===== config.mk =====
export PLATFORM = sky130hd
export DESIGN_NAME = apos_div
export DESIGN_NICKNAME = d
export VERILOG_FILES = /design/src/rtl/apos_div.sv
export SDC_FILE = /design/constraint.sdc
export NUM_CORES = 2
export LEC_CHECK = 0
export BUFFER_PORTS_ARGS = -buffer_cell sky130_fd_sc_hd__buf_2
export CORE_ASPECT_RATIO = 1.75
export CORE_UTILIZATION = 40
export CTS_CLUSTER_SIZE = 8
export DETAILED_ROUTE_END_ITERATION = 7
export GPL_TIMING_DRIVEN = 1
export PLACE_DENSITY = 0.52
export REMOVE_ABC_BUFFERS = 1
export SLEW_MARGIN = 10
export SYNTH_ARGS = -nofsm -noshare
export SYNTH_HDL_FRONTEND = slang
export SYNTH_SLANG_ARGS = --single-unit

===== constraint.sdc =====
create_clock -name i_clk -period 4.3 [get_ports i_clk]
set_input_delay 0.43 -clock i_clk [delete_from_list [all_inputs] [get_ports i_clk]]
set_output_delay 0.43 -clock i_clk [all_outputs]
set_load 0.02 [all_outputs]

===== src/rtl/apos_div.sv =====
// Pipelined restoring divider, one quotient bit per stage, clamped quotient.
// Uses no package; instantiated by the top level.
`default_nettype none
module apos_div #(
    parameter int NUM_W = 42,
    parameter int DEN_W = 29,
    parameter int Q_W   = 17
) (
    input  wire logic             i_clk,
    input  wire logic             i_rst_n,
    input  wire logic             i_valid,
    input  wire logic [NUM_W-1:0] i_num,
    input  wire logic [DEN_W-1:0] i_den,
    output logic                  o_valid,
    output logic [Q_W-1:0]        o_quot
);
    localparam int W = NUM_W + DEN_W + Q_W;

    logic [W-1:0]   r_rem [0:Q_W-1];
    logic [W-1:0]   r_den [0:Q_W-1];
    logic [Q_W-1:0] r_q   [0:Q_W];
    logic           r_ovf [0:Q_W];
    logic           r_vld [0:Q_W];

    // Prep stage: flag zero divisor and quotients that do not fit Q_W bits
    always_ff @(posedge i_clk) begin
        if (!i_rst_n) begin
            r_vld[0] <= 1'b0;
        end else begin
            r_vld[0] <= i_valid;
        end
    end

    always_ff @(posedge i_clk) begin
        r_rem[0] <= W'(i_num);
        r_den[0] <= W'(i_den);
        r_q[0]   <= '0;
        r_ovf[0] <= (i_den == '0) || (W'(i_num) >= (W'(i_den) << Q_W));
    end

    // Bit stages, most significant quotient bit first
    for (genvar s = 1; s <= Q_W; s++) begin : g_stage
        localparam int K = Q_W - s;
        logic [W-1:0] trial;
        logic         ge;
        assign trial = r_den[s-1] << K;
        assign ge    = r_rem[s-1] >= trial;

        always_ff @(posedge i_clk) begin
            if (!i_rst_n) begin
                r_vld[s] <= 1'b0;
            end else begin
                r_vld[s] <= r_vld[s-1];
            end
        end

        always_ff @(posedge i_clk) begin
            r_q[s]   <= {r_q[s-1][Q_W-2:0], ge};
            r_ovf[s] <= r_ovf[s-1];
        end

        if (s < Q_W) begin : g_rem
            always_ff @(posedge i_clk) begin
                r_rem[s] <= ge ? (r_rem[s-1] - trial) : r_rem[s-1];
                r_den[s] <= r_den[s-1];
            end
        end
    end

    assign o_valid = r_vld[Q_W];
    assign o_quot  = r_ovf[Q_W] ? '1 : r_q[Q_W];
endmodule
`default_nettype wire


==> flow_metrics.env <==
export IMPL_regArea_um2=42400
export IMPL_ys_warnings_count=0
export IMPL_nets=11561
export IMPL_synth_seq_area_share_pct=45.5
export IMPL_grt_ovfl_total=0
export IMPL_drive_above_1_share_pct=11.7
export IMPL_synth_cells=10161
export IMPL_combPwrFrac_pct=39.0
export IMPL_cp_arrival_ns=4.92
export IMPL_dr_total_vias=73442
export IMPL_end_kind="register"
export IMPL_cp_max_fo=6
export IMPL_layout_min_cycle_time_ns=4.19
export IMPL_min_from="i_num[7]"
export IMPL_avgSynthCellArea_um2=9.16
export IMPL_cp_top_family="simple AND/OR/NAND/NOR gates"
export IMPL_cts_tree="yes"
export IMPL_routed_wl_um=294000
export IMPL_drv_slew=0
export IMPL_die_area_um2=235000
export IMPL_synth_cell_type_count=93
export IMPL_grt_max_degree=55
export IMPL_power_density_nw_per_um2=744
export IMPL_r2r_start="r_den[0][1084]$_DFF_P_"
export IMPL_wl_met2_um=177000
export IMPL_async_flop_share_pct=0
export IMPL_setup_slack_ns=0.114
export IMPL_drc=0
export IMPL_route_met3_wl_um=6400
export IMPL_coreArea_um2=231000
export IMPL_status="finished, final reports clean"
export IMPL_fin_tns_setup_ns=0
export IMPL_p_clk_share_pct=25.7
export IMPL_dr_pass1_iters=7
export IMPL_met1_length_um=81800
export IMPL_setup_violations=0
export IMPL_synth_main_ff_cell="dfxtp_1"
export IMPL_cts_made_buffers=306
export IMPL_p_total_mw=82.0
export IMPL_fin_skew_ns=0.0908
export IMPL_start_util_pct=40.4
export IMPL_cts_root_buffer="clkbuf_16"
export IMPL_postPlaceCellArea_um2=101000
export IMPL_worstSkewPairLatency_ns=0.88
export IMPL_synthTopCellsByArea="dfxtp_1 (46%), ha_1 (6.9%), xor2_1 (5.4%), xnor2_1 (5.0%), a21oi_1 (3.9%)"
export IMPL_fin_area_um2=110000
export IMPL_drv_cap=0
export IMPL_p_sw_share_pct=37.1
export IMPL_p_sw_mw=30.5
export IMPL_leakagePower_nw=48.7
export IMPL_viasPerCell=5.23
export IMPL_ys_ff_latch=2117
export IMPL_critPathMaxStageDelay_ns=0.56
export IMPL_rows=233
export IMPL_hold_ws_ns=0.215
export IMPL_dp_slack_ns=-0.513
export IMPL_dp_cells=13625
export IMPL_crit_path_start="r_den[0][1084]$_DFF_P_"
export IMPL_tightest_slew_ns=1.27
export IMPL_finalHoldViolCount=0
export IMPL_clkSinkCount=2117
export IMPL_yosysTopAreaCell="dfxtp_1"
export IMPL_p_seq_share_pct=35.3
export IMPL_drtIter0Drc=3054
export IMPL_vdd_drop_max_mv=0.350
export IMPL_multi_input_area_um2=47300
export IMPL_topRoutingLayerUsed="met4"
export IMPL_synthesis_area_um2=93100
export IMPL_gp_congestion=0.975
export IMPL_critPathSlowestCell="or4_1"
export IMPL_nFillCells=21888
export IMPL_wl_per_cell_um=20.9
export IMPL_syn2layout_area_growth_pct=18.5
export IMPL_finish_utilization_pct=47.8
export IMPL_relSlewSlack_pct=14.5
export IMPL_port_buffers=91
export IMPL_worstPathRequired_ns=5.03
export IMPL_worstSetupStartpointType="register"
export IMPL_crit_chain="inv_1 > ha_1 > or4b_1 > nor3_4 > nand4_1 > buf_4 > or4_1 > a31o_2 > and2_0 > nor3_2 > o211ai_1 > buf_4 > nor2_1 > xor2_1"
export IMPL_netlist_area_leader_share_pct=45.5
export IMPL_p_int_mw=51.6
export IMPL_hpwl_um=241000
export IMPL_grtUsageTotal_pct=24.7
export IMPL_fin_crit_sh_pct=97.3
export IMPL_clk_path_buf_depth=4
export IMPL_grt_pass1_wl_um=443000
export IMPL_antenna_found_initial=3
export IMPL_antenna_left=0
export IMPL_synth_edf_count=0
export IMPL_die_w_um=367
export IMPL_cp_num_buf_inv=3
export IMPL_grt_pass1_vias=79138
export IMPL_hold_class="in2reg"
export IMPL_die_height_um=640
export IMPL_fin_cells=14046
export IMPL_clk_pin_slew_ns=0.05
export IMPL_critPathKind="reg2reg"
export IMPL_ctsHtreeMaxLevel=5
export IMPL_num_io_pins=92
export IMPL_clock_fmax_mhz=239
export IMPL_crit_path_frequent_cell="buf_4"
==> power by group through the flow <==
stage                     registers (mW)  logic, mW  clock network, mW
final                               28.9       32.0               21.1
after global routing                29.5       35.2               22.5
after CTS                           28.9       32.1               21.7
after detailed placement            29.3       31.8                  0
after global placement              29.2       31.6                  0
after floorplan                     28.0       21.5                  0
==> layer usage <==
| layer | up-vias | global-route usage [%] |
|---|---|---|
| li1 | 36950 | - |
| met1 | 34090 | 17.1 |
| met2 | 1473 | 54.3 |
| met3 | 929 | 2.67 |
| met4 | 0 | 21.7 |
| met5 | - | 0 |
==> placed cells by master (no fill, tap or decap), types with 75 or more instances in the layout <==
master,Yosys,routed
xor2_1,572,572
nand2_1,682,682
nor4_1,291,273
or4_1,145,142
buf_4,2,580
nor2b_1,77,77
xnor2_1,536,536
a21oi_1,729,728
nand4_1,170,170
nor2_1,806,803
nand3_1,189,188
clkbuf_16,0,313
nand2b_1,97,97
or2_2,92,92
o21ai_0,407,402
buf_2,14,91
nor3_1,343,337
inv_1,687,686
o21bai_1,75,75
or3_1,154,152
dfxtp_1,2117,2117
a21o_1,262,261
ha_1,516,514
==> cell usage after synthesis (15+ instances only) <==
cell,n
inv_1,687
mux2_2,71
o21bai_1,75
o31ai_1,51
a31oi_1,63
o21ai_0,407
nor4b_1,44
fa_1,16
ha_1,516
nand4_1,170
nor4_1,291
a21o_1,262
and4_1,21
or3_1,154
nor3b_1,37
xnor2_1,536
nand2_1,682
nor2_1,806
or4_1,145
dfxtp_1,2117
a21boi_0,26
a211o_1,20
nand3_1,189
and3_1,66
o2111ai_1,22
clkbuf_1,248
o211ai_1,39
and2_1,67
nor2b_1,77
nor3_1,343
nand4b_1,29
nand2b_1,97
a2111oi_0,15
nand3b_1,34
or2_2,92
xor2_1,572
a211oi_1,40
o21a_1,65
a21oi_1,729
==> path summary, 6_finish.rpt <==
path	end	slack (ns)	depth (start not counted)
min reg2reg	r_q[13][2]$_DFF_P_	0.31	0
max	r_rem[0][1195]$_DFF_P_	0.11	14
max reg2reg	r_rem[0][1195]$_DFF_P_	0.11	14
min	r_rem[0][7]$_DFF_P_	0.22	2
==> state kept, by name (all words and copies together) (netlist names) <==
| signal | cells |
|---|---|
| r_rem | 1435 |
| r_den | 493 |
| r_q | 153 |
| r_ovf | 18 |
| r_vld | 18 |
==> repair_timing <==
| item | in CTS | in global routing |
|---|---|---|
| endpoints found under the hold margin | 89 | 0 |
| pin swaps | 1 | 3 |
| setup endpoints to repair | 157 | 67 |
| hold buffers | 74 | 0 |
| resized for setup | 15 | 29 |
| buffers inserted | 2 | 1 |
==> kinds of logic (layout without fill, tap and decap cells) <==
group	after synthesis	count (layout)	share of synthesized area (%)
simple gates	3392	3392	18.8
flops	2117	2117	45.5
compound gates	1955	1955	12.9
xor+xnor	1108	1108	10.4
buf+inv	972	1789	3.98
fa+ha+maj	532	532	7.28
mux	85	85	1.05
other cells	0	13	0
==> layout make-up <==
class / instances / share of cell area (%)
antenna: 13 / 0.0295
clock buffer: 315 / 7.12
clock inverter: 16 / 0.246
inverter: 690 / 2.35
multi-input combinational: 7072 / 42.9
sequential: 2117 / 38.4
tap: 3055 / 3.47
timing repair buffer: 768 / 5.44
No activity file was read; power rests on OpenSTA's default activity.
